<file path="src/design/assert_macros.svh">
// assertion helpers shared by the rtl files
`ifndef ASSERT_MACROS_SVH
`define ASSERT_MACROS_SVH

// property that must hold at every clock edge out of reset
`define CHK_ALWAYS(lbl, cond) \
  lbl: assert property (@(posedge clk) disable iff (!rst_n) (cond)) \
    else $error("invariant violated");

// same cycle implication
`define CHK_SAME(lbl, ante, cons) \
  lbl: assert property (@(posedge clk) disable iff (!rst_n) (ante) |-> (cons)) \
    else $error("same cycle implication violated");

// next cycle implication
`define CHK_NEXT(lbl, ante, cons) \
  lbl: assert property (@(posedge clk) disable iff (!rst_n) (ante) |=> (cons)) \
    else $error("next cycle implication violated");

`endif

</file>
<file path="src/design/utfs_pkg.sv">
package utfs_pkg;

  localparam int BYTE_W     = 8;
  localparam int LEVEL_W    = 4;
  localparam int BITS_W     = 4;
  localparam logic [LEVEL_W-1:0] LEVEL_MAX  = 4'd15;
  // eight data bits plus the stop bit
  localparam logic [BITS_W-1:0]  FRAME_BITS = 4'd9;

  typedef enum logic {
    ACT_TICK = 1'b0,
    ACT_PUSH = 1'b1
  } action_t;

  // requests from the serializer to the fifo
  typedef struct packed {
    logic              push;
    logic              pop;
    logic [BYTE_W-1:0] wr_data;
  } fifo_ctrl_t;

  // fifo status seen by the serializer
  typedef struct packed {
    logic               full;
    logic               empty;
    logic [BYTE_W-1:0]  head;
    logic [LEVEL_W-1:0] level_nxt;
  } fifo_stat_t;

endpackage

</file>
<file path="src/design/uart_tx_fifo_serializer.sv">
// uart transmitter 8n1, lsb first, fed from a byte ring fifo. each input word is
// either a bit-period tick (in_tuser = 0) or a push of in_tdata into the fifo
// (in_tuser = 1), and each word yields exactly one registered result word:
// the line level after the step, whether a push was stored, and the fill level
// (saturating at 15). the ring keeps one slot free, so it holds FIFO_DEPTH-1
// bytes; a push to a full ring is dropped and reported with push_accepted = 0.
// a tick while idle with a byte waiting sends the start bit, the next eight
// ticks send the data bits and the ninth the stop bit; with nothing waiting the
// line holds. cfg_wr_data = 1 inverts the line (idle low) and should be written
// while no word is in flight. one word per clock is taken whenever the result
// register is empty or being drained; the only stall is out_tready low.
`include "assert_macros.svh"

module uart_tx_fifo_serializer #(
  parameter int FIFO_DEPTH = 16
) (
  input  logic       clk,
  input  logic       rst_n,
  // input words
  input  logic       in_tvalid,
  output logic       in_tready,
  input  logic [7:0] in_tdata,   // [7:0] byte_value
  input  logic [0:0] in_tuser,   // [0] action: 0 tick, 1 push
  // result words
  output logic       out_tvalid,
  input  logic       out_tready,
  output logic [7:0] out_tdata,  // [0] tx_line, [1] push_accepted, [5:2] fifo_level, [7:6] zero
  // configuration
  input  logic       cfg_wr_en,
  input  logic       cfg_wr_data // invert_line
);
  import utfs_pkg::*;

  logic              in_fire;
  action_t           act;
  fifo_ctrl_t        ctrl;
  fifo_stat_t        stat;

  // serializer state
  logic [BITS_W-1:0] bits_r, bits_nxt;
  logic [BYTE_W-1:0] shift_r, shift_nxt;
  logic              line_r, line_nxt;   // logical level, 1 = mark
  logic              inv_r;

  // result register
  logic              out_vld_r;
  logic [7:0]        out_data_r;
  logic              push_ok;

  assign in_tready = !out_vld_r || out_tready;
  assign in_fire   = in_tvalid && in_tready;
  assign act       = action_t'(in_tuser[0]);

  // bytes are stored complemented so zeros shifted in give the stop level
  assign push_ok      = in_fire && (act == ACT_PUSH) && !stat.full;
  assign ctrl.push    = push_ok;
  assign ctrl.pop     = in_fire && (act == ACT_TICK) && (bits_r == '0) && !stat.empty;
  assign ctrl.wr_data = ~in_tdata;

  utfs_fifo #(
    .FIFO_DEPTH (FIFO_DEPTH)
  ) u_fifo (
    .clk   (clk),
    .rst_n (rst_n),
    .ctrl  (ctrl),
    .stat  (stat)
  );

  always_comb begin
    bits_nxt  = bits_r;
    shift_nxt = shift_r;
    line_nxt  = line_r;
    if (in_fire && (act == ACT_TICK)) begin
      if (bits_r != '0) begin
        // a set bit of the complemented byte is a data zero
        bits_nxt  = bits_r - 1'b1;
        line_nxt  = ~shift_r[0];
        shift_nxt = {1'b0, shift_r[BYTE_W-1:1]};
      end else if (!stat.empty) begin
        // start bit
        bits_nxt  = FRAME_BITS;
        shift_nxt = stat.head;
        line_nxt  = 1'b0;
      end
    end
  end

  always_ff @(posedge clk) begin
    if (!rst_n) begin
      bits_r  <= '0;
      shift_r <= '0;
      line_r  <= 1'b1;
      inv_r   <= 1'b0;
    end else begin
      bits_r  <= bits_nxt;
      shift_r <= shift_nxt;
      line_r  <= line_nxt;
      if (cfg_wr_en) begin
        inv_r <= cfg_wr_data;
      end
    end
  end

  // result register, reloaded on every accepted word
  always_ff @(posedge clk) begin
    if (!rst_n) begin
      out_vld_r <= 1'b0;
    end else if (in_fire) begin
      out_vld_r <= 1'b1;
    end else if (out_tready) begin
      out_vld_r <= 1'b0;
    end
  end

  always_ff @(posedge clk) begin
    if (in_fire) begin
      out_data_r <= {2'b00, stat.level_nxt, push_ok, line_nxt ^ inv_r};
    end
  end

  assign out_tvalid = out_vld_r;
  assign out_tdata  = out_data_r;

  `CHK_ALWAYS(a_bits_range, bits_r <= FRAME_BITS)
  `CHK_NEXT(a_full_drop, in_fire && (act == ACT_PUSH) && stat.full, !out_data_r[1])
  `CHK_NEXT(a_idle_hold, in_fire && (act == ACT_TICK) && (bits_r == '0) && stat.empty,
            $stable(line_r))

endmodule

</file>
<file path="src/design/utfs_fifo.sv">
`include "assert_macros.svh"

module utfs_fifo #(
  parameter int FIFO_DEPTH = 16
) (
  input  logic                clk,
  input  logic                rst_n,
  input  utfs_pkg::fifo_ctrl_t ctrl,
  output utfs_pkg::fifo_stat_t stat
);
  import utfs_pkg::*;

  localparam int PTR_W = $clog2(FIFO_DEPTH);
  localparam int DIF_W = PTR_W + 1;
  localparam int CMP_W = (DIF_W > LEVEL_W) ? DIF_W : LEVEL_W;

  logic [BYTE_W-1:0] mem [FIFO_DEPTH];
  logic [PTR_W-1:0]  wp_r, wp_nxt, wp_inc;
  logic [PTR_W-1:0]  rp_r, rp_nxt, rp_inc;
  logic [BYTE_W-1:0] head_r;
  logic [DIF_W-1:0]  diff;
  logic [CMP_W-1:0]  diff_w;

  // ring pointers wrap at the depth, which need not be a power of two
  assign wp_inc = (wp_r == PTR_W'(FIFO_DEPTH - 1)) ? '0 : wp_r + 1'b1;
  assign rp_inc = (rp_r == PTR_W'(FIFO_DEPTH - 1)) ? '0 : rp_r + 1'b1;
  assign wp_nxt = ctrl.push ? wp_inc : wp_r;
  assign rp_nxt = ctrl.pop  ? rp_inc : rp_r;

  always_ff @(posedge clk) begin
    if (!rst_n) begin
      wp_r <= '0;
      rp_r <= '0;
    end else begin
      wp_r <= wp_nxt;
      rp_r <= rp_nxt;
    end
  end

  always_ff @(posedge clk) begin
    if (ctrl.push) begin
      mem[wp_r] <= ctrl.wr_data;
    end
  end

  // registered read of the next head, with bypass of a write to that slot
  always_ff @(posedge clk) begin
    if (ctrl.push && (wp_r == rp_nxt)) begin
      head_r <= ctrl.wr_data;
    end else begin
      head_r <= mem[rp_nxt];
    end
  end

  always_comb begin
    if (wp_nxt >= rp_nxt) begin
      diff = {1'b0, wp_nxt} - {1'b0, rp_nxt};
    end else begin
      diff = DIF_W'(FIFO_DEPTH) - {1'b0, rp_nxt} + {1'b0, wp_nxt};
    end
    diff_w = CMP_W'(diff);
  end

  assign stat.full      = (wp_inc == rp_r);
  assign stat.empty     = (wp_r == rp_r);
  assign stat.head      = head_r;
  assign stat.level_nxt = (diff_w > CMP_W'(LEVEL_MAX)) ? LEVEL_MAX : LEVEL_W'(diff_w);

  `CHK_SAME(a_push_not_full, ctrl.push, !stat.full)
  `CHK_SAME(a_pop_not_empty, ctrl.pop, !stat.empty && !ctrl.push)
  `CHK_NEXT(a_push_fills, ctrl.push, !stat.empty)

endmodule
</file>
<file path="config.mk">
export PLATFORM = sky130hd
export DESIGN_NAME = uart_tx_fifo_serializer
export DESIGN_NICKNAME = d
export VERILOG_FILES = /design/src/design/utfs_pkg.sv /design/src/design/uart_tx_fifo_serializer.sv /design/src/design/utfs_fifo.sv
export VERILOG_INCLUDE_DIRS = /design/src /design/src/design
export SDC_FILE = /design/constraint.sdc
export NUM_CORES = 1
export LEC_CHECK = 0
export CAP_MARGIN = 20
export CORE_MARGIN = 2
export CORE_UTILIZATION = 30
export CTS_CLUSTER_DIAMETER = 100
export DETAILED_ROUTE_END_ITERATION = 8
export DONT_BUFFER_PORTS = 1
export PLACE_DENSITY = 0.43
export SLEW_MARGIN = 30
export SYNTH_ARGS = -nofsm -noshare
export SYNTH_HDL_FRONTEND = slang
export SYNTH_SLANG_ARGS = --single-unit
</file>
<file path="constraint.sdc">
create_clock -name clk -period 4.9 [get_ports clk]
set_input_delay 1.225 -clock clk [delete_from_list [all_inputs] [get_ports clk]]
set_output_delay 1.225 -clock clk [all_outputs]
set_load 0.05 [all_outputs]
</file>
Word level (Yosys, flattened, before mapping). Memories as Yosys holds them, arrays and structs flattened. A register that Yosys moved wholly into a read port is not among the register bits. Cells that the tools add are included.

Bits in registers: 29. Bits in writable memories: 128. Output and inout port bits: 10. Memories kept: 1.

Memory list: u_fifo.mem (depth 16, width 8, rd ports 1, clocked after Yosys merged registers in 1, wr ports 1, RTL line utfs_fifo.sv:17) `logic [BYTE_W-1:0] mem [FIFO_DEPTH];`.

Add/subtract/negate cells: 6. Order comparisons: 2. Equal/unequal tests: 5. Multiplexer cells: 16. Bitwise logic cells: 4. Reductions and logical operators: 14.

Operator list (count): 4-bit two-way mux (6); 8-bit two-way mux (2); 4-bit by 1-bit adder with 4-bit output, second input constant (2); 4-bit equality test (2); 4-bit equality test, second input constant (2); 8-bit inverter (1); 1-bit two-way mux (7); 1-bit logical AND (6); 5-bit by 4-bit adder with 5-bit output (1); 5-bit by 4-bit > comparator with 1-bit output, second input constant (1); 5-bit two-way mux (1); 4-bit by 4-bit subtractor with 5-bit output (1); 5-bit by 4-bit subtractor with 5-bit output, first input constant (1); 4-bit >= comparator (1); 4-bit zero test (1); 4-bit nonzero test (1); 4-bit by 1-bit subtractor with 4-bit output, second input constant (1); 1-bit zero test (3); 2-bit by 1-bit inequality test with 1-bit output, second input constant (1); 1-bit inverter (2); 2-bit AND reduction (1); 2-bit nonzero test (1); 1-bit logical OR (1); 1-bit XOR (1).

Longest topological paths before layout.
Word-level depth: 11. Depth in mapped cells: 15.

Cells and area by module. A second synthesis with hierarchy kept.

Cells, all modules: 405. Area total of the unflattened synthesis: 6781.5 um^2.

By module, submodules not included: utfs_fifo (instances 1, cells each 317, area each 5795.6 um^2); uart_tx_fifo_serializer (instances 1, cells each 88, area each 985.9 um^2).

Worst setup path after synthesis. OpenSTA, ideal clock, no wires.

Kind: input to register. From: input out_tready. To: register out_data_r[5], in the netlist out_tdata[5], data pin. Setup time: 260 ps. Data arrival time: 3795 ps. Data required time: 4640 ps. Setup slack: 845 ps. Stages: 11. Buffers on the path: 0. Cells stage by stage: or2b_2 -> nand3b_1 -> nor3_4 -> mux2_2 -> ha_1 -> fa_1 -> xnor2_1 -> nor3b_1 -> or2_2 -> a21oi_1 -> o22ai_1.

Word-level cells in the longest chain between the ends: 10. Elaborated cells on any way between the ends: 15.

Ends and longest elaborated chain: from (decl) (RTL line uart_tx_fifo_serializer.sv:26) `input logic out_tready,`; 1-bit logical OR (*) (RTL line uart_tx_fifo_serializer.sv:50) `assign in_tready = !out_vld_r || out_tready;`; 1-bit logical AND (*) (RTL line uart_tx_fifo_serializer.sv:51) `assign in_fire = in_tvalid && in_tready;`; 1-bit logical AND (*) (3 in series) (RTL line uart_tx_fifo_serializer.sv:57) `assign ctrl.pop = in_fire && (act == ACT_TICK) && (bits_r == '0) && !stat.empty;`; 4-bit two-way mux (*) (RTL line utfs_fifo.sv:28) `assign rp_nxt = ctrl.pop ? rp_inc : rp_r;`; net u_fifo.rp_nxt[0] (RTL line utfs_fifo.sv:19) `logic [PTR_W-1:0] rp_r, rp_nxt, rp_inc;`; 5-bit by 4-bit subtractor with 5-bit output (RTL line utfs_fifo.sv:59) `diff = DIF_W'(FIFO_DEPTH) - {1'b0, rp_nxt} + {1'b0, wp_nxt};`; 5-bit by 4-bit adder with 5-bit output (RTL line utfs_fifo.sv:59); 5-bit two-way mux (*) (RTL line utfs_fifo.sv:56) `if (wp_nxt >= rp_nxt) begin`; 5-bit by 4-bit > comparator with 1-bit output (RTL line utfs_fifo.sv:67) `assign stat.level_nxt = (diff_w > CMP_W'(LEVEL_MAX)) ? LEVEL_MAX : LEVEL_W'(diff_w);`; to (signal assigned) (RTL line uart_tx_fifo_serializer.sv:117) `out_data_r <= {2'b00, stat.level_nxt, push_ok, line_nxt ^ inv_r};`; to (decl) (RTL line uart_tx_fifo_serializer.sv:47) `logic [7:0] out_data_r;`.

The timed path passes the listed nets; every way through them passes the cells marked *. A chain may end at the register's enable or synchronous reset.

==> summary.md <==
| Metric | Value |
|---|---|
| Die X | 153 um |
| Status | finished clean |
| Non-filler cells, final | 715 |
| Final core utilization | 35.2% |
| Post-synth ARST share | 0% |
| GRT Total Usage | 13.2% |
| Internal power | 2350 uW |
| CP Class | in2reg |
| First-pass GRT wire length | 22.4 mm |
| Post-CTS Setup Bufs | 0 |
| Power per cell area | 399 nW/um^2 |
| CTS tree | done |
| Critical Path RT | 5080 ps |
| Clock Sinks | 161 |
| Wire length per cell | 20.6 um |
| H-tree depth | 4 |
| Vias in the first global route | 3,566 |
| RSZ-0062 raised after global routing | no |
| CP max FO | 10 |
| Net Sw Frac | 23.4% |
| TritonRoute pass-1 iters | 4 |
| Sequential power share | 50.6% |
| WL final | 14.7 mm |
| Layout cells sized above 1 | 24.4% |
| Max frequency | 0.255 GHz |
| Max_cap viols | 0 |
| # rows | 54 |
| Initial Util | 30.6% |
| Clk buf depth | 2 |
| Tmin final | 3920 ps |
| Critical path capture point type | register |
| CTS Hold Bufs | 0 |
| Design Area, Final | 7690 sq um |
| CP Launch Type | input port |
| Total cell area at the placement stage | 7090 sq um |
| CTS Buf Count | 17 |
| Number of synthesized flops with an enable pin | 134 |
| Core Area | 21,800 sq um |
| Nets | 446 |
| First DRT Iteration DRCs | 235 |
| DP HPWL | 9.16 mm |
| Yosys cell types | 52 |
| Final Power | 3070 uW |
| Lkg Pwr | 0.00245 uW |
| Avg Cell Area, Syn | 16.6 sq um |
| Post-Syn Instances | 401 |
| Root Driver | clkbuf_16 |
| Fill cell count | 2,069 |
| Hold Vio Cnt, Final | 0 |
| Placer Congestion | 0.726 |
| Period Utilization, post-route | 80.0% |
| Max-slew headroom | 52.9% |
| Sequential area share after synthesis | 68.4% |
| Placed Cells | 683 |
| Yosys reg bits | 161 |
| CP arrival | 4100 ps |
| Post-cts sizing count | 0 |
| Setup_tns | 0 ps |
| Clk slew on worst S/H paths | 70 ps |
| I/O pins | 25 |
| Layout Skew | 10.5 ps |
| Vias | 3,483 |
| Yosys warns | 0 |
| Combinational power share | 5.6% |
| # diodes | 0 |
| Area growth from synthesis to layout | 15.3% |
| Worst vdd ir | 0.212 mV |
| Remaining antenna violation count after routing | 0 |
| Slew of the pin with the lowest slew margin | 701 ps |
| Most frequent cells in the layout | edfxtp_1, mux4_2, dfxtp_1, nand2_1, buf_4 |
| Clock power share | 43.9% |
| Die ar. | 23,400 sq um |
| Congestion Overflow GR | 0 |
| DR vias/cell | 4.87 |
| # setup viols final | 0 |
| Hold Path Class | reg2reg |
| Post-Syn Area | 6670 sq um |
| DRC Markers | 0 |
| Switching pwr | 717 uW |
| Clock latency on the worst-skew pair | 430 ps |
| IO Port Bufs | 0 |
| Pins Over Slew Limit | 0 |
| Maximum number of pins on one net before global-route repair | 26 |
| Initial antenna violation count | 0 |
| Commonest non-fill, non-tap cell in the layout | edfxtp_1 |
| Primary FF master, synth | edfxtp_1 |
| Die Y | 153 um |
==> stage by stage <==
step | hold slack (ps) | setup slack, ps
2_1_floorplan | 447 | 845
3_3_place_gp | 458 | 640
3_5_place_dp | 467 | 533
4_1_cts | 477 | 981
5_1_grt | 493 | 794
6_report | 466 | 982
==> cells by family after synthesis <==
kind of cell / count (synthesis) / synth area share, %
adders and majority gates: 10 / 1.97
other: 1 / 0.0562
muxes: 52 / 14.1
buffers and inverters: 35 / 2.23
and+or+nand+nor: 81 / 6.45
xor gates and xnor gates: 13 / 2.21
DFF: 161 / 68.4
AOI/OAI and AO/OA: 48 / 4.50
==> sequential cells by signal, indices dropped and copies added, names as in the netlist, named ones only <==
| register | flops |
|---|---|
| u_fifo.wp_r | 3 |
| u_fifo.rp_r | 4 |
| out_tdata | 6 |
| line_r | 1 |
| u_fifo.mem | 128 |
| inv_r | 1 |
| out_tvalid | 1 |
| shift_r | 8 |
| bits_r | 4 |
==> cell usage after synthesis, drive strengths merged (2+ instances only) <==
| cell | n | share of area, % |
|---|---|---|
| and2 | 7 | 0.68 |
| o211ai | 7 | 0.79 |
| nor2b | 9 | 0.84 |
| ha | 8 | 1.5 |
| dfxtp | 27 | 8.1 |
| nand3b | 2 | 0.23 |
| mux2i | 11 | 1.7 |
| nor2 | 17 | 0.96 |
| buf | 9 | 0.75 |
| inv | 17 | 0.96 |
| mux2 | 8 | 1.4 |
| a31oi | 9 | 0.84 |
| o21ai | 14 | 1.1 |
| nand2b | 3 | 0.28 |
| nand2 | 25 | 1.4 |
| nor3 | 8 | 0.77 |
| clkbuf | 9 | 0.53 |
| xnor2 | 9 | 1.4 |
| mux4 | 33 | 11 |
| a21boi | 2 | 0.23 |
| xor2 | 4 | 0.81 |
| edfxtp | 134 | 60 |
| a21oi | 10 | 0.81 |
==> power groups by stage <==
stage / registers, uW / clock network (uW) / logic [uW]
after floorplan: 1570 / 0 / 139
after global placement: 1580 / 0 / 170
after detailed placement: 1580 / 0 / 174
after CTS: 1550 / 1380 / 175
after global routing: 1550 / 1440 / 190
final: 1550 / 1350 / 170
==> metal layers <==
layer	GRT usage [%]	vias to the layer above	part of all wire, %
met1	17.8	1802	45
met2	21.0	82	49
met3	3.29	14	4.6
li1	-	1585	-
met4	3.79	0	1.5
met5	0	-	0
==> layout make-up <==
type                            instances  area, sq um  share of cell area, %
Sequential cell                       161         4570                   59.4
Tap cell                              280          350                   4.56
Inverter                               17         63.8                  0.830
Clock buffer                           18          429                   5.58
Clock inverter                         14          170                   2.21
Timing Repair Buffer                   19          143                   1.85
Multi-Input combinational cell        206         1970                   25.6
==> worst max-delay path, stage by stage <==
cell and delay, ps:
or2b_2 270, and2_1 380, nand2_1 140, a21oi_2 350, nor2_1 70, a21oi_1 300
inv_1 80, ha_1 300, a21oi_1 160, xnor2_1 150, nor3b_1 90, or2_2 310
o21ai_0 160, o22ai_1 100
==> final timing paths <==
check             startpoint            to  slack [ps]  cells after the start
setup / recovery  out_tready  out_tdata[5]         980                     14
hold / removal    shift_r[1]    shift_r[0]         470                      2
setup reg to reg  out_tvalid  out_tdata[5]        1150                     14
hold reg to reg   shift_r[1]    shift_r[0]         470                      2
No activity file was read; power rests on OpenSTA's default activity.
